## config.mk

```make
export PLATFORM = sky130hd
export DESIGN_NAME = rsc_front
export DESIGN_NICKNAME = d
export VERILOG_FILES = /design/src/rsc_pkg.sv /design/src/rsc_front.sv
export SDC_FILE = /design/constraint.sdc
export NUM_CORES = 2
export LEC_CHECK = 0
export ABC_CLOCK_PERIOD_IN_PS = 11600
export BUFFER_PORTS_ARGS = -buffer_cell sky130_fd_sc_hd__buf_2
export CAP_MARGIN = 40
export CORE_MARGIN = 2
export CORE_UTILIZATION = 35
export DETAILED_ROUTE_END_ITERATION = 16
export GPL_ROUTABILITY_DRIVEN = 1
export PLACE_DENSITY = 0.53
export SETUP_SLACK_MARGIN = 0.1
export SLEW_MARGIN = 5
export SYNTH_ARGS = -nofsm -noshare
export SYNTH_HDL_FRONTEND = slang
export SYNTH_SLANG_ARGS = --single-unit
```

## constraint.sdc

```tcl
create_clock -name clk -period 11.6 [get_ports clk]
set_input_delay 2.32 -clock clk [delete_from_list [all_inputs] [get_ports clk]]
set_output_delay 2.32 -clock clk [all_outputs]
set_load 0.005 [all_outputs]
```

## src/rsc_pkg.sv

```systemverilog
package rsc_pkg;

    // port widths fixed by the interface
    localparam int IN_W     = 16;
    localparam int SLOPE_W  = 48;
    localparam int CORR_W   = 16;
    localparam int STATUS_W = 2;
    localparam int PC_W     = 13;

    // saturation limit of the reported pair count
    localparam int PC_MAX = 8191;

    // fraction bits of the slope, and of the squared coefficient
    localparam int SLOPE_FRAC = 16;
    localparam int CORR_SHIFT = 30;

    // coefficient magnitude limit and bits of its root search
    localparam int CORR_MAX  = 32767;
    localparam int ROOT_BITS = 15;

    // result status codes
    typedef enum logic [STATUS_W-1:0] {
        STATUS_OK       = 2'd0,
        STATUS_X_CONST  = 2'd1,
        STATUS_Y_CONST  = 2'd2,
        STATUS_OVERFLOW = 2'd3
    } status_t;

endpackage

```

## src/rsc_front.sv

```systemverilog
module rsc_front #(
    parameter int MAX_SAMPLES = 4096,
    parameter int SAMPLE_BITS = 16,
    parameter int CW          = 13,
    parameter int SXW         = 29,
    parameter int SPW         = 45,
    parameter int DW          = 1 + 13 + 2 * 29 + 3 * 45
) (
    input  logic                             clk,
    input  logic                             rst_n,
    input  logic                             sample_valid,
    output logic                             sample_ready,
    input  logic signed [rsc_pkg::IN_W-1:0]  sample_x,
    input  logic signed [rsc_pkg::IN_W-1:0]  sample_y,
    input  logic                             last,
    output logic                             push_valid,
    output logic [DW-1:0]                    push_data,
    input  logic                             push_ready
);

    logic [CW-1:0]                count_reg, count_next, count_acc;
    logic signed [SXW-1:0]        sx_reg, sx_next, sx_acc;
    logic signed [SXW-1:0]        sy_reg, sy_next, sy_acc;
    logic signed [SPW-1:0]        sxy_reg, sxy_next, sxy_acc;
    logic signed [SPW-1:0]        sxx_reg, sxx_next, sxx_acc;
    logic signed [SPW-1:0]        syy_reg, syy_next, syy_acc;
    logic                         ovf_reg, ovf_next, ovf_acc;
    logic signed [SAMPLE_BITS-1:0]   xv, yv;
    logic signed [2*SAMPLE_BITS-1:0] pxy, pxx, pyy;
    logic                         take;
    logic                         room;

    // low sample bits taken as two's complement
    assign xv = $signed(SAMPLE_BITS'($unsigned(sample_x)));
    assign yv = $signed(SAMPLE_BITS'($unsigned(sample_y)));
    assign pxy = xv * yv;
    assign pxx = xv * xv;
    assign pyy = yv * yv;

    assign sample_ready = push_ready;
    assign take         = sample_valid & sample_ready;
    assign room         = 32'(count_reg) < 32'(MAX_SAMPLES);

    // running sums with this request folded in
    always_comb
    begin
        count_acc = count_reg;
        sx_acc    = sx_reg;
        sy_acc    = sy_reg;
        sxy_acc   = sxy_reg;
        sxx_acc   = sxx_reg;
        syy_acc   = syy_reg;
        ovf_acc   = ovf_reg;
        if (room)
        begin
            count_acc = count_reg + CW'(1);
            sx_acc    = sx_reg + SXW'(xv);
            sy_acc    = sy_reg + SXW'(yv);
            sxy_acc   = sxy_reg + SPW'(pxy);
            sxx_acc   = sxx_reg + SPW'(pxx);
            syy_acc   = syy_reg + SPW'(pyy);
        end
        else
        begin
            ovf_acc = 1'b1;
        end
    end

    // end of a set hands the totals to the queue and clears
    always_comb
    begin
        count_next = count_reg;
        sx_next    = sx_reg;
        sy_next    = sy_reg;
        sxy_next   = sxy_reg;
        sxx_next   = sxx_reg;
        syy_next   = syy_reg;
        ovf_next   = ovf_reg;
        if (take)
        begin
            if (last)
            begin
                count_next = '0;
                sx_next    = '0;
                sy_next    = '0;
                sxy_next   = '0;
                sxx_next   = '0;
                syy_next   = '0;
                ovf_next   = 1'b0;
            end
            else
            begin
                count_next = count_acc;
                sx_next    = sx_acc;
                sy_next    = sy_acc;
                sxy_next   = sxy_acc;
                sxx_next   = sxx_acc;
                syy_next   = syy_acc;
                ovf_next   = ovf_acc;
            end
        end
    end

    assign push_valid = take & last;
    assign push_data  = {ovf_acc, count_acc, sx_acc, sy_acc, sxy_acc, sxx_acc, syy_acc};

    always_ff @(posedge clk or negedge rst_n)
    begin
        if (!rst_n)
        begin
            count_reg <= '0;
            sx_reg    <= '0;
            sy_reg    <= '0;
            sxy_reg   <= '0;
            sxx_reg   <= '0;
            syy_reg   <= '0;
            ovf_reg   <= 1'b0;
        end
        else
        begin
            count_reg <= count_next;
            sx_reg    <= sx_next;
            sy_reg    <= sy_next;
            sxy_reg   <= sxy_next;
            sxx_reg   <= sxx_next;
            syy_reg   <= syy_next;
            ovf_reg   <= ovf_next;
        end
    end

endmodule

```

Yosys cells after proc, flatten, opt, wreduce, memory -nomap -nowiden:

Cells that the tools add are included.

* $add $sub $neg: 6
* multipliers: 3
* bitwise operators: 2
* multiplexer cells: 14
* magnitude comparators: 1

Operators with widths (count)
* $mux W45: 6
* $add A45 B32 Y45: 3
* $mux W29: 4
* $mul A16 B16 Y32: 3
* $add A29 B16 Y29: 2
* $mux W13: 2
* $add A13 B1 Y13 const B: 1
* $lt A13 B13 Y1 const B: 1
* $and A1 B1 Y1: 2
* $mux W1: 2

* logic and storage cells: 33
* flip-flop bits (word level): 207

Longest topological paths before layout:

* depth after elaboration: 4
* mapped depth: 27
* depth with buffers taken out: 25

Worst setup path before layout:

Ideal clock, no wire load.

* path kind: input to output
* from: in sample_y[15] in the netlist's numbering
* to: out push_data[42]
* buffers on the path: 2
* stages: 24
* arrival time: 9125 ps
* slack: 155 ps
* data required time: 9280 ps
* path through: inv_1 clkbuf_1 clkbuf_1 nor2_1 fa_1 inv_1 fa_1 fa_1 fa_1 inv_1 fa_1 inv_1 fa_1 inv_1 ha_1 a21o_1 a21oi_1 o21ai_0 or3_1 o311ai_0 o21ai_0 nor2_1 mux2i_1 o21ai_0

* cells in the longest elaborated chain, start to end: 3

Ends and longest elaborated chain
* start, declared: line rsc_front.sv:14 `input logic signed [rsc_pkg::IN_W-1:0] sample_y,`
* $mul A16 B16 Y32: line rsc_front.sv:38 `assign pyy = yv * yv;`
* $add A45 B32 Y45: line rsc_front.sv:61 `syy_acc = syy_reg + SPW'(pyy);`
* $mux W45: line rsc_front.sv:54 `if (room)`
* end, declared: line rsc_front.sv:17 `output logic [DW-1:0] push_data,`

No other way between the ends.

Worst setup path in the final report:

* from: in sample_y[15] in the netlist's numbering
* to: out push_data[41]

The elaborated chain is that of the path after synthesis.

==> metrics.md <==
| Metric | Value |
|---|---|
| IO Port Bufs | 245 |
| # rows | between 100 and 150 |
| Syn Nets | approximately 7000 |
| Max Fanout on Critical Path | 5 |
| Worst Path Arrival | 8.92 ns |
| DP Area | 55100 µm² |
| Max_cap viols | 0 |
| Total number of vias | approximately 38000 |
| Min Tclk post-route | 11.24 ns |
| Placement Setup Slack | -0.134 ns |
| DRC | 0 |
| Layout Cells excl Fill | 7765 |
| Core ar. | 142000 µm² |
| Initial antenna violation count | 11 |
| GRT met1 Usage | 0.282 |
| Setup CP Type | in2out |
| Synth top area share | 0.394 |
| Outcome | finished, final reports clean |
| Util after Layout | 0.403 |
| Startpoint class of the critical path | primary input |
| Slowest library cell on the worst path | fa_1 |
| 1st-pass router iterations | 5 |
| Worst path most repeated cell | fa_1 |
| Met3 Resource Use GR | 0.0312 |
| Final Hold Fails | 0 |
| DRT Wirelength | between 100000 and 150000 µm |
| Fill count | roughly 14000 |
| Clk slew on worst S/H paths | roughly 0.050 ns |
| Worst setup EP type | primary output |
| Top Ports | approximately 250 |
| Routed Antenna Nets | 0 |
| Synth Register Bits | approximately 210 |
| Worst-margin pin slew | a little over 0.9 ns |
| Async SR Flop Fraction | 1.00 |
| Total grt overflow | 0 |
| Antenna Cells | 0 |
| CP required | ~9.3 ns |
| Clock sink count | ~210 |
| RSZ-0062 raised after global routing | yes |
| Worst setup margin | around 0.36 ns |
| Clock Tree Root | clkbuf_16 |
| Ys Warns | 0 |
| Sequential share of the synthesized area | 0.104 |
| Top cells by count, synth | inv_1, fa_1, nand2_1, ha_1, o21ai_0 |
| Total GRT Usage | 0.204 |
| Routed length per instance | around 19 µm |
| Post-synth EDFFs | 0 |
| NumNets Final | about 7300 |
| Cts-stage hold buffer count | 0 |
| Synthesized area per cell | a little over 9 µm² |
| CTS tree | yes |
| Clock Latency Late Sink | around 0.62 ns |
| Full die area | 146000 µm² |
| Largest cells by area after synthesis | fa_1, ha_1, dfrtp_1 |
| CTS buffer count | 36 |
| Post-Syn Area | approximately 50000 µm² |
| Final Slew Violations | 0 |
| R2R depth | 19 |
| Die Wd | ~380 µm |
| Worst hold stages | 2 |
| Vias in the first global route | 40400 |
| Via density | 4.91 |
| Fin crit share | 0.969 |
| Layout cells sized above 1 | 0.126 |
| Placed cells | 7685 |
| Synth cell types | just under 80 |
| Top-count cell post-synth | inv_1 |
| Worst Skew | between 0.02 and 0.03 ns |
| Synth Instances | 5491 |
| Htree depth | 2 |
| Area leader, netlist | fa_1 |
| Worst hold path type | reg2reg |
| Headroom to the max-slew limit | 0.383 |
| Starting Density | 0.353 |
| Pin count of the biggest net entering global routing | 105 |
| Finished Cell Area | about 57000 µm² |
| First-pass GRT wire length | ~230000 µm |
| Placer Congestion | around 0.9 |
| Detail Placement HPWL | between 100000 and 150000 µm |
| Area Overhead vs Synth | 14.1% |
| Achievable clock frequency | a little under 0.09 GHz |
| Critical path's largest stage delay | 0.52 ns |
| GRT Max-Usage Layer | met2 |
| Synth Flop Type | dfrtp_1 |
| Clk buf depth | 3 |
| Setup violators final | 0 |
| First DRT Iteration DRCs | around 2100 |
| Die Span Y | 382 µm |
| GR Layer Usage met2 | 0.333 |
[layout by cell type (no fill, tap or decap), types with 13 or more instances in the layout]
cell type,synthesis,final
inv_1,1292,1288
buf_12,0,20
nor2_1,152,140
mux2_2,30,29
a22o_1,122,122
o21ai_1,10,15
nand3_1,39,39
xor2_1,79,78
o21a_1,15,15
buf_2,0,227
a31oi_1,23,20
clkbuf_16,0,38
buf_4,2,261
nor2b_1,29,28
nand2b_1,27,27
and2_1,194,193
a21o_1,98,98
o21bai_1,35,35
a21oi_1,158,150
dfrtp_1,207,206
o31ai_1,17,13
and3_1,25,25
xnor2_1,154,154
ha_1,470,463
nand2_1,622,618
a31o_2,20,20
o21ai_0,308,300
fa_1,982,968
fa_2,0,14
[through the flow]
stage / hold slack (ns) / TNS [ns]
global route: 0.544 / 0
detailed placement: 0.502 / -0.334
CTS: 0.514 / 0
finish: 0.510 / 0
floorplan: 0.476 / 0
global placement: 0.494 / -0.348
[worst paths after layout]
| check | start | endpoint | slack [ns] |
|---|---|---|---|
| max | sample_y[15] | push_data[41] | 0.36 |
| max reg2reg | sxx_reg[15] | sxx_reg[43] | 5.73 |
| min in group asynchronous | rst_n | sxy_reg[12] | 1.66 |
| max in group asynchronous | rst_n | syy_reg[24] | 8.23 |
| min | sy_reg[18] | sy_reg[18] | 0.51 |
| min reg2reg | sy_reg[18] | sy_reg[18] | 0.51 |
[cells by family (layout without fill, tap and decap cells)]
| kind of cell | Yosys count | in the layout | synth area share |
|---|---|---|---|
| AOI/OAI and AO/OA | 908 | 908 | 0.119 |
| adders and majority gates | 1452 | 1452 | 0.511 |
| DFF | 207 | 207 | 0.104 |
| and+or+nand+nor | 1148 | 1148 | 0.105 |
| buffers and inverters | 1511 | 1895 | 0.114 |
| muxes | 32 | 32 | 0.00717 |
| xor gates and xnor gates | 233 | 233 | 0.0409 |
[critical path, delay by kind of cell]
kind | cells | cell delay (ns)
AOI/OAI and AO/OA | 7 | 1.39
xor gates and xnor gates | 1 | 0.29
adders and majority gates | 7 | 3.22
buffers and inverters | 10 | 1.27
muxes | 1 | 0.22
and+or+nand+nor | 1 | 0.17
[what timing repair did]
| item | 4_1_cts | 5_1_grt |
|---|---|---|
| cloned | 0 | 1 |
| pin swaps | 1 | 27 |
| endpoints found under the hold margin | 0 | 0 |
| buffers inserted | 1 | 14 |
| gates resized for setup | 7 | 127 |
| setup endpoints to repair | 17 | 41 |
[layout make-up]
| cell class | instances | area, µm² | area share |
|---|---|---|---|
| Multi-Input combinational cell | 3773 | 39400 | 0.692 |
| Sequential cell | 207 | 5180 | 0.0910 |
| Inverter | 1296 | 4880 | 0.0857 |
| Timing Repair Buffer | 535 | 3800 | 0.0666 |
| Tap cell | 1890 | 2360 | 0.0415 |
| Clock buffer | 48 | 1020 | 0.0178 |
| Clock inverter | 16 | 322 | 0.00564 |
[metal layers]
metal	up-vias	part of all wire
met5	-	0.00032
met4	6	0.029
met3	149	0.054
met2	790	0.47
met1	19500	0.45
li1	17700	-
Power is left out: the tool's default activity adds up to more than one toggle a clock period on the data nets, which glitch-free logic cannot reach.
