File: src/rsc_queue.sv
module rsc_queue #(
    parameter int W = 8
) (
    input  logic         clk,
    input  logic         rst_n,
    input  logic         push_valid,
    output logic         push_ready,
    input  logic [W-1:0] push_data,
    output logic         pop_valid,
    input  logic         pop_ready,
    output logic [W-1:0] pop_data
);

    logic [W-1:0] mem_reg [2];
    logic         wr_ptr_reg, wr_ptr_next;
    logic         rd_ptr_reg, rd_ptr_next;
    logic [1:0]   cnt_reg, cnt_next;
    logic         do_push, do_pop;

    assign push_ready = cnt_reg != 2'd2;
    assign pop_valid  = cnt_reg != 2'd0;
    assign pop_data   = mem_reg[rd_ptr_reg];
    assign do_push    = push_valid & push_ready;
    assign do_pop     = pop_valid & pop_ready;

    // pointer and fill update
    always_comb
    begin
        wr_ptr_next = do_push ? ~wr_ptr_reg : wr_ptr_reg;
        rd_ptr_next = do_pop ? ~rd_ptr_reg : rd_ptr_reg;
        cnt_next    = cnt_reg + 2'(do_push) - 2'(do_pop);
    end

    always_ff @(posedge clk or negedge rst_n)
    begin
        if (!rst_n)
        begin
            wr_ptr_reg <= 1'b0;
            rd_ptr_reg <= 1'b0;
            cnt_reg    <= 2'd0;
        end
        else
        begin
            wr_ptr_reg <= wr_ptr_next;
            rd_ptr_reg <= rd_ptr_next;
            cnt_reg    <= cnt_next;
        end
    end

    // entry storage
    always_ff @(posedge clk)
    begin
        if (do_push)
        begin
            mem_reg[wr_ptr_reg] <= push_data;
        end
    end

endmodule

File: config.mk
export PLATFORM = sky130hd
export DESIGN_NAME = rsc_queue
export DESIGN_NICKNAME = d
export VERILOG_FILES = /design/src/rsc_queue.sv
export SDC_FILE = /design/constraint.sdc
export NUM_CORES = 1
export LEC_CHECK = 0
export ABC_AREA = 1
export BUFFER_PORTS_ARGS = -buffer_cell sky130_fd_sc_hd__buf_2
export CAP_MARGIN = 40
export CELL_PAD_IN_SITES_DETAIL_PLACEMENT = 1
export CELL_PAD_IN_SITES_GLOBAL_PLACEMENT = 2
export CORE_ASPECT_RATIO = 0.75
export CORE_MARGIN = 5
export CORE_UTILIZATION = 28
export DETAILED_ROUTE_END_ITERATION = 10
export PLACE_DENSITY_LB_ADDON = 0.1
export SETUP_SLACK_MARGIN = 0.1
export SLEW_MARGIN = 20
export SYNTH_ARGS = -nofsm -noshare
export SYNTH_HDL_FRONTEND = slang
export SYNTH_SLANG_ARGS = --single-unit
File: constraint.sdc
create_clock -name clk -period 1.32 [get_ports clk]
set_clock_uncertainty 0.1 [all_clocks]
set_input_delay 0.264 -clock clk [delete_from_list [all_inputs] [get_ports clk]]
set_output_delay 0.264 -clock clk [all_outputs]
set_load 0.05 [all_outputs]
# Word level (Yosys, flattened, before mapping)
# Memory sizes are Yosys's and may differ from the RTL's.
# Cells that the tools add are included.
# Widths: inputs -> output; s select.
[op_classes]
addsub = 2
n_eq_ne = 1
mux = 2
bitwise = 4
n_reduce_logical = 1
[op_table]
columns = ["op", "n"]
rows = [
  ["$add 2x1->2", 1],
  ["$and 1x1->1", 2],
  ["$mux 1", 2],
  ["$ne 2x2->1 const B", 1],
  ["$not 1->1", 2],
  ["$reduce_bool 2->1", 1],
  ["$sub 2x1->2", 1],
]
[totals]
register_bits = 4
ram_bits = 16
input_bits = 12
out_inout_bits = 10
word_cells = 14
n_memories = 1
[mem_list]
columns = ["name", "depth", "word_bits", "read_ports", "rd_ports_with_merged_regs", "write_ports", "line_no", "source"]
rows = [
  ["mem_reg", 2, 8, 1, 0, 1, "14", "logic [W-1:0] mem_reg [2];"],
]

# Longest topological paths before layout
# Gate-level depths: netlist of the first run.
[logic_depth]
word_depth = 4
depth_mapped = 10

# Worst setup path after synthesis of the first run
# OpenSTA, ideal clock, no wires.
[synth_timing]
path_kind = "register to register"
start = "reg cnt_reg[0]"
end = "reg cnt_reg[1]"
t_arrival_ps = 1390
setup_slack_ps = -286
path_stages_with_launch = 11
n_path_buf = 0
period_less_slack_ps = 1606
cell_sequence = "dfrtp_1 > inv_1 > nand2_2 > nand2_2 > inv_1 > ha_1 > inv_1 > ha_1 > inv_1 > nand2_1 > nand2_1"
[synth_rtl]
columns = ["element", "line_no", "source"]
rows = [
  ["start: declaration", "17", "logic [1:0] cnt_reg, cnt_next;"],
  ["start signal: assignment", "46", "cnt_reg <= cnt_next;"],
  ["$reduce_bool 2->1", "21", "assign pop_valid = cnt_reg != 2'd0;"],
  ["via pop_valid", "9", "output logic pop_valid,"],
  ["$and 1x1->1", "24", "assign do_pop = pop_valid & pop_ready;"],
  ["via do_pop", "18", "logic do_push, do_pop;"],
  ["$sub 2x1->2", "31", "cnt_next = cnt_reg + 2'(do_push) - 2'(do_pop);"],
  ["via cnt_next[1]", "17", ""],
]
# The timed path passes the listed nets, and every way through them passes these cells.
# A chain may end at the register's enable or synchronous reset.

# Worst setup path after layout of the first run
[layout_timing]
start = "reg rd_ptr_reg"
end = "out pop_data[2]"
[layout_between]
elab_chain_cells = 1
[layout_rtl]
columns = ["element", "line_no", "source"]
rows = [
  ["start: declaration", "16", "logic rd_ptr_reg, rd_ptr_next;"],
  ["start signal: assignment", "45", "rd_ptr_reg <= rd_ptr_next;"],
  ["$mem_v2 2x8", "--", ""],
  ["end: declaration", "11", "output logic [W-1:0] pop_data"],
]
# No other way between the ends.

==> results of run 1 <==
what timing repair did:
action,CTS,global route
setup endpoints to repair,28,29
endpoints found under the hold margin,4,0
pin swaps,8,8
setup buffers,4,1
hold buffers,1,0
resized for setup,55,9
cells in the mapped netlist:
cell and count:
sky130_fd_sc_hd__buf_6 1, sky130_fd_sc_hd__dfrtp_1 4, sky130_fd_sc_hd__edfxtp_1 16, sky130_fd_sc_hd__ha_1 2, sky130_fd_sc_hd__inv_1 7, sky130_fd_sc_hd__inv_2 1
sky130_fd_sc_hd__inv_4 1, sky130_fd_sc_hd__nand2_1 32, sky130_fd_sc_hd__nand2_2 4, sky130_fd_sc_hd__nand2_4 1, sky130_fd_sc_hd__nand3_1 3, sky130_fd_sc_hd__nor2_1 1
kinds of logic (layout without fill, tap and decap cells):
logic type / Yosys count / count (layout) / share of synthesized area (%)
AND/OR/NAND/NOR: 41 / 41 / 21.15
flip-flops: 20 / 20 / 70.09
buffers and inverters: 10 / 48 / 5.741
adder cells (fa/ha/maj): 2 / 2 / 3.021
where the power goes:
group | total (mW) | internal (mW) | switching (mW)
combinational | 2.41 | 1.04 | 1.37
sequential | 0.984 | 0.882 | 0.101
clock | 0.396 | 0.203 | 0.193
how the worst min path moves through the flow:
stage	to	slack, ns
finish	mem_reg[0][4]	0.09
global route	mem_reg[1][1]	0.09
CTS	mem_reg[1][1]	0.09
detailed placement	wr_ptr_reg	-0.02
global placement	wr_ptr_reg	-0.02
floorplan	cnt_reg[0]	-0.13
worst max-delay path, cell delays in order, from the launching register on:
cell	delay, ns
sky130_fd_sc_hd__dfrtp_2	0.45
sky130_fd_sc_hd__buf_6	0.15
sky130_fd_sc_hd__nand2_4	0.05
sky130_fd_sc_hd__nand2_2	0.06
sky130_fd_sc_hd__buf_8	0.15
metal layers:
layer,vias up,part of all wire [%],track usage [%]
met5,-,0,0
met4,0,0.35,2.368
met3,2,6.2,4.577
met2,14,50,15.42
met1,312,44,13.71
li1,308,-,-
placed cells by master, fill, tap and decap left out:
cell type / netlist / layout
sky130_fd_sc_hd__dfrtp_1: 4 / 3
sky130_fd_sc_hd__nand3_4: 0 / 1
sky130_fd_sc_hd__buf_2: 0 / 11
sky130_fd_sc_hd__ha_4: 0 / 2
sky130_fd_sc_hd__nand2_2: 4 / 15
sky130_fd_sc_hd__nand3_2: 0 / 1
sky130_fd_sc_hd__dfrtp_2: 0 / 1
sky130_fd_sc_hd__nand3_1: 3 / 1
sky130_fd_sc_hd__buf_8: 0 / 10
sky130_fd_sc_hd__inv_1: 7 / 2
sky130_fd_sc_hd__clkbuf_8: 0 / 3
sky130_fd_sc_hd__nor2_4: 0 / 1
sky130_fd_sc_hd__clkinv_4: 0 / 1
sky130_fd_sc_hd__dlygate4sd3_1: 0 / 1
sky130_fd_sc_hd__inv_2: 1 / 5
sky130_fd_sc_hd__edfxtp_1: 16 / 16
sky130_fd_sc_hd__nand2_4: 1 / 5
sky130_fd_sc_hd__buf_4: 0 / 6
sky130_fd_sc_hd__inv_8: 0 / 1
sky130_fd_sc_hd__nand2_1: 32 / 16
sky130_fd_sc_hd__nand2_8: 0 / 1
sky130_fd_sc_hd__buf_6: 1 / 8
final cells by class:
class | count | area share, %
Clock buffer | 3 | 2.968
Timing Repair Buffer | 36 | 25.18
Tap cell | 38 | 3.417
Inverter | 9 | 3.327
Multi-Input combinational cell | 43 | 23.29
Sequential cell | 20 | 41.82
per-stage QoR:
step                hold slack [ns]  TNS [ns]  setup slack, ns  total power [mW]  utilization (%)
finish                      0.09454    -2.807          -0.1621             3.785            48.10
global route                0.08502    -4.434          -0.2095             4.000            48.10
CTS                         0.09119    -3.126          -0.1643             3.713            46.63
detailed placement         -0.01916    -3.006          -0.2427             2.609            37.46
global placement           -0.01797    -2.640          -0.1826             2.587            37.46
floorplan                   -0.1316   -0.3780          -0.2067             2.149                -
==> results_dict.tcl, run 1 <==
set metrics [dict create \
    result_of_the_run "finished with violations" \
    violations "setup timing" \
    post_synthesis_area_per_instance_um2 11.35 \
    routed_wl_um 1984 \
    grt-ovfl-total 0 \
    min_path_type "input pin to flop" \
    seqCellArea_um2 581.8 \
    fp.dieArea_um2 4157 \
    numPlacedInstances 140 \
    clock_latency_ns 0.25 \
    critical_path.startpoint_type "flop" \
    post_drt_wl_per_cell_um 13.32 \
    area_delta_synth_final_pct 67.98 \
    place_area_um2 1084 \
    yosys-top-cells-area "sky130_fd_sc_hd__edfxtp_1 58%, sky130_fd_sc_hd__nand2_1 15%, sky130_fd_sc_hd__dfrtp_1 12%, sky130_fd_sc_hd__inv_1 3.2%, sky130_fd_sc_hd__ha_1 3.0%" \
    ys_seq_area_share_pct 70.09 \
    antenna_left 0 \
    floorplan.io_pins 22 \
    syn_nets 87 \
    antenna-diode-count 0 \
    worst_setup_hold_path_clk_slew_ns 0.07 \
    dp_hpwl_um 1356 \
    die_h_um 57.10 \
    worst_hold_path.num_cells 1 \
    grt_setup_unrepaired "true" \
    p_leak_nw 0.6173 \
    tightestPinTransition_ns 0.2641 \
    largest_reg_flops 16 \
    vias_in_the_first_global_route 688 \
    vias 636 \
    timing.critical_path.required_ns 0.96 \
    fp.coreArea_um2 2893 \
    multi_input_area_um2 324.1 \
    grt_max_degree 11 \
    ys_warn_count 0 \
    timing.max_cap.violations 0 \
    clock_root_cell "sky130_fd_sc_hd__clkbuf_8" \
    clkSinkCount 20 \
    crit_path_end "pop_data[2]" \
    slew_viol_final 0 \
    worst_ep_arrival_time_ns 1.12 \
    number_of_buffers_created_by_cts 3 \
    design.final.nets 127 \
    worst-path-max-fanout 4 \
    setup.worst_path.start "rd_ptr_reg" \
    final_count_of_negative_setup_slack_endpoints 28 \
    post_synth_inst_count 73 \
    buffer_ports.inserted 21 \
    post-route-cell-area_um2 1391 \
    highest_clock_rate_ghz 0.6747 \
    dr_drc_count 0 \
    synthDominantAreaCellType "sky130_fd_sc_hd__edfxtp_1" \
    grt_antenna_before_repair 0 \
    drive_gt1_share_pct 64.86 \
    rr_endpoint "cnt_reg[1]" \
    groute.usage.overall_pct 10.30 \
    cts-htree-levels 1 \
    final_cells 149 \
    layout_min_cycle_time_ns 1.482 \
    hold_path.startpoint "push_data[4]" \
    max-slew-margin-rel_pct 82.35 \
    detailedRoute.firstIterationViolations 13 \
    first_pass_grt_wire_length_um 3201 \
    floorplan.die.width_um 72.81 \
    yosys.area.top_type_share_pct 58.01 \
    placementRows 17 \
    worst_case_clock_buffer_depth 2 \
    synthesized_area_um2 828.3 \
    worstSetupPathType "flop to output pin" \
    start_util_pct 28.63 \
    worst_r2r_path_depth 9 \
    power.density_cell_area_nw_per_um2 2721 \
    layout_setup_ws_ns -0.1621 \
    drt-pass1-iter-count 2 \
    timing.final.hold_violations 0 \
    vias_per_cell 4.268 \
    synth.ff_latch_count 20 \
    cts_tree "done" \
    globalplace.congestion 0.6827 \
    critical_path.reg2reg.startpoint "cnt_reg[0]" \
    peak_supply_drop_uv 1057 \
    timing.reg2reg.setup_slack_ns -0.13 \
    synthDistinctLibCells 12 \
    layout.filler_cells 319 \
    fin_crit_sh_pct 112.3 \
    worst_setup_path_end_kind "output pin" \
]
No activity file was read; power rests on OpenSTA's default activity.
==> run 2, diff against run 1 <==
--- a/config.mk
+++ b/config.mk
@@ -5,14 +5,13 @@
 export SDC_FILE = /design/constraint.sdc
 export NUM_CORES = 1
 export LEC_CHECK = 0
-export ABC_AREA = 1
 export BUFFER_PORTS_ARGS = -buffer_cell sky130_fd_sc_hd__buf_2
 export CAP_MARGIN = 40
 export CELL_PAD_IN_SITES_DETAIL_PLACEMENT = 1
 export CELL_PAD_IN_SITES_GLOBAL_PLACEMENT = 2
 export CORE_ASPECT_RATIO = 0.75
 export CORE_MARGIN = 5
-export CORE_UTILIZATION = 28
+export CORE_UTILIZATION = 31
 export DETAILED_ROUTE_END_ITERATION = 10
 export PLACE_DENSITY_LB_ADDON = 0.1
 export SETUP_SLACK_MARGIN = 0.1
==> results_dict.tcl, run 2 <==
set metrics [dict create \
    result_of_the_run "finished with violations" \
    violations "setup timing" \
    grt-ovfl-total 0 \
    timing.final.hold_violations 0 \
    first_pass_grt_wire_length_um 2470 \
    synth_most_common_cell "sky130_fd_sc_hd__edfxtp_1" \
    comb_power_share_pct 58.3 \
    ys_seq_area_share_pct 74.96 \
    mostFrequentLayoutCell "sky130_fd_sc_hd__edfxtp_1" \
    final_cells 115 \
    synthDominantAreaCellType "sky130_fd_sc_hd__edfxtp_1" \
    placementRows 15 \
    p_switching_mw 1.288 \
    most_frequent_cp_cell "sky130_fd_sc_hd__ha_4" \
    swShare_pct 36.73 \
    grtUsageMet3_pct 3.397 \
    highest_clock_rate_ghz 0.5819 \
    dp_hpwl_um 1149 \
    layout_setup_ws_ns -0.3985 \
    yosys-top-cells-area "sky130_fd_sc_hd__edfxtp_1 62%, sky130_fd_sc_hd__dfrtp_1 13%, sky130_fd_sc_hd__mux2_1 12%, sky130_fd_sc_hd__xnor2_1 3.4%, sky130_fd_sc_hd__ha_1 3.2%" \
    clock_latency_ns 0.30 \
    clkSinkCount 20 \
    cellInternalPower_mw 2.219 \
    fin_crit_sh_pct 130.2 \
    met2_usage_pct 19.22 \
    grt_most_used_layer "met2" \
    final_count_of_negative_setup_slack_endpoints 28 \
    power.share.sequential_pct 27.5 \
    routed_wl_um 1628 \
    worst_r2r_path_depth 7 \
    fp.coreArea_um2 2346 \
    synth_top_flop_cell "sky130_fd_sc_hd__edfxtp_1" \
    tightestPinTransition_ns 0.2702 \
    largest_reg_flops 16 \
    critPathBufInv 1 \
    grtUsageMet1_pct 9.593 \
    layout_min_cycle_time_ns 1.719 \
    die_h_um 53.29 \
    rr_endpoint "cnt_reg[1]" \
    synthTopCellsByCount "16 x sky130_fd_sc_hd__edfxtp_1, 8 x sky130_fd_sc_hd__mux2_1, 4 x sky130_fd_sc_hd__dfrtp_1" \
    synth.ff_latch_count 20 \
    worst_setup_path_end_kind "flop" \
    post_synth_inst_count 42 \
    vias 477 \
    critical_path.reg2reg.startpoint "cnt_reg[1]" \
    ys_warn_count 0 \
    cts_tree "done" \
    critical_path.startpoint_type "flop" \
    grt_max_degree 13 \
    cts-htree-levels 1 \
    globalplace.congestion 0.6240 \
    numPlacedInstances 103 \
    crit_path_top_delay_cell "sky130_fd_sc_hd__dfrtp_1" \
    vias_per_cell 4.148 \
    timing.max_cap.violations 0 \
    layout.filler_cells 231 \
    drt-pass1-iter-count 4 \
    detailedRoute.firstIterationViolations 8 \
    max_stage_delay_ns 0.42 \
    floorplan.io_pins 22 \
    post_drt_wl_per_cell_um 14.16 \
    yosys.area.top_type_share_pct 62.04 \
    timing.hold.worst_endpoint "mem_reg[0][1]" \
    cpLargestDelayFamily "flip-flops" \
    crit_path_cell_trace "or2_4 > and2_4 > ha_4 > inv_2 > ha_4 > xnor2_2 > xnor2_1" \
    number_of_buffers_created_by_cts 3 \
    worst_case_clock_buffer_depth 2 \
    vias_in_the_first_global_route 520 \
    drive_gt1_share_pct 70.37 \
    worst_ep_arrival_time_ns 1.81 \
    worst_setup_hold_path_clk_slew_ns 0.12 \
    synth-edff-count 16 \
    synthDistinctLibCells 14 \
    peak_supply_drop_uv 1372 \
    syn_nets 56 \
    area_delta_synth_final_pct 64.46 \
    finish.utilization_pct 54.29 \
    worst_hold_path.num_cells 1 \
    dr_drc_count 0 \
    pwr-share-clk_pct 14.2 \
    hold_path.startpoint "push_data[1]" \
    timing.critical_path.required_ns 1.41 \
    timing.reg2reg.setup_slack_ns -0.40 \
    worstSetupPathType "flop to flop" \
    design.final.nets 96 \
    power.density_cell_area_nw_per_um2 2754 \
    post_synthesis_area_per_instance_um2 18.44 \
    fp.dieArea_um2 3608 \
    synthesized_area_um2 774.5 \
    grt_antenna_before_repair 0 \
    p_leak_nw 0.5392 \
    min_path_type "input pin to flop" \
    most_frequent_cells_in_the_layout "16 x sky130_fd_sc_hd__edfxtp_1, 15 x sky130_fd_sc_hd__buf_6, 11 x sky130_fd_sc_hd__buf_2" \
    antenna-diode-count 0 \
    setup_tns_ns -4.750 \
    floorplan.die.width_um 67.72 \
    max-slew-margin-rel_pct 81.95 \
    antenna_left 0 \
    start_util_pct 33.01 \
    async_flop_share_pct 20.00 \
    grt_setup_unrepaired "true" \
    groute.usage.overall_pct 9.982 \
    clock_root_cell "sky130_fd_sc_hd__clkbuf_4" \
    slew_viol_final 0 \
    buffer_ports.inserted 21 \
    worst-path-max-fanout 2 \
]
## run 2: cell count changes after synthesis, moves of 3 or more
| cell | change |
|---|---|
| sky130_fd_sc_hd__inv_1 | -6 |
| sky130_fd_sc_hd__nand2_2 | -4 |
| sky130_fd_sc_hd__nand2_1 | -31 |
| sky130_fd_sc_hd__nand3_1 | -3 |
| sky130_fd_sc_hd__mux2_1 | +8 |
| sky130_fd_sc_hd__xnor2_1 | +3 |
## run 2: timing repair
item,in CTS,in global routing
hold buffers,1,0
endpoints found under the setup margin,29,29
setup buffers,6,1
hold endpoints to repair,4,0
pin swaps,4,2
gates resized for setup,36,2
## run 2: cell type report
class / count / area, um2 / area share [%]
repair buffers: 36 / 316.6 / 24.85
clock buffers: 3 / 22.52 / 1.768
inverters: 1 / 3.754 / 0.2947
clock inverters: 1 / 30.03 / 2.358
flip-flops and latches: 20 / 580.6 / 45.58
well taps: 34 / 42.54 / 3.340
multi-input cells: 20 / 277.8 / 21.81
## run 2: power by group through the flow
stage / clock, mW / sequential [mW] / combinational [mW]
after detailed placement: 0 / 0.972 / 1.45
after global placement: 0 / 0.961 / 1.43
after global routing: 0.538 / 0.984 / 2.16
final: 0.499 / 0.965 / 2.04
after floorplan: 0 / 0.955 / 1.11
after CTS: 0.511 / 0.967 / 2.01
## run 2: kinds of logic (layout without fill, tap and decap cells)
group | Yosys count | in the layout | synth area share (%)
xor gates and xnor gates | 4 | 4 | 4.524
DFF | 20 | 20 | 74.96
adders and majority gates | 2 | 2 | 3.231
buffers and inverters | 2 | 41 | 1.130
and+or+nand+nor | 6 | 6 | 4.524
muxes | 8 | 8 | 11.63
## run 2: worst max-delay path by stage
stage,start,end,slack [ns],cells after the start
after floorplan,cnt_reg[1],cnt_reg[1],-0.46,7
after global placement,cnt_reg[1],mem_reg[0][7],-0.40,3
after detailed placement,cnt_reg[1],cnt_reg[1],-0.42,7
after CTS,cnt_reg[1],cnt_reg[1],-0.39,7
after global routing,cnt_reg[1],cnt_reg[1],-0.45,7
final,cnt_reg[1],cnt_reg[1],-0.40,7
## run 2: routing by layer
layer	part of all wire, %	wire length [um]	vias up
li1	-	-	231
met3	5.2	84	2
met5	0	0	-
met2	55	895	16
met1	39	628	228
met4	1.2	19	0
## run 2: stage by stage
stage	power [mW]	setup WS, ns	instance area, um2	hold slack, ns
2_1_floorplan	2.063	-0.4617	832.0	-0.1316
3_3_place_gp	2.393	-0.3955	1021	-0.01978
3_5_place_dp	2.420	-0.4157	1021	-0.01330
4_1_cts	3.486	-0.3946	1259	0.03121
5_1_grt	3.681	-0.4473	1274	0.01795
6_report	3.507	-0.3985	1274	0.04075
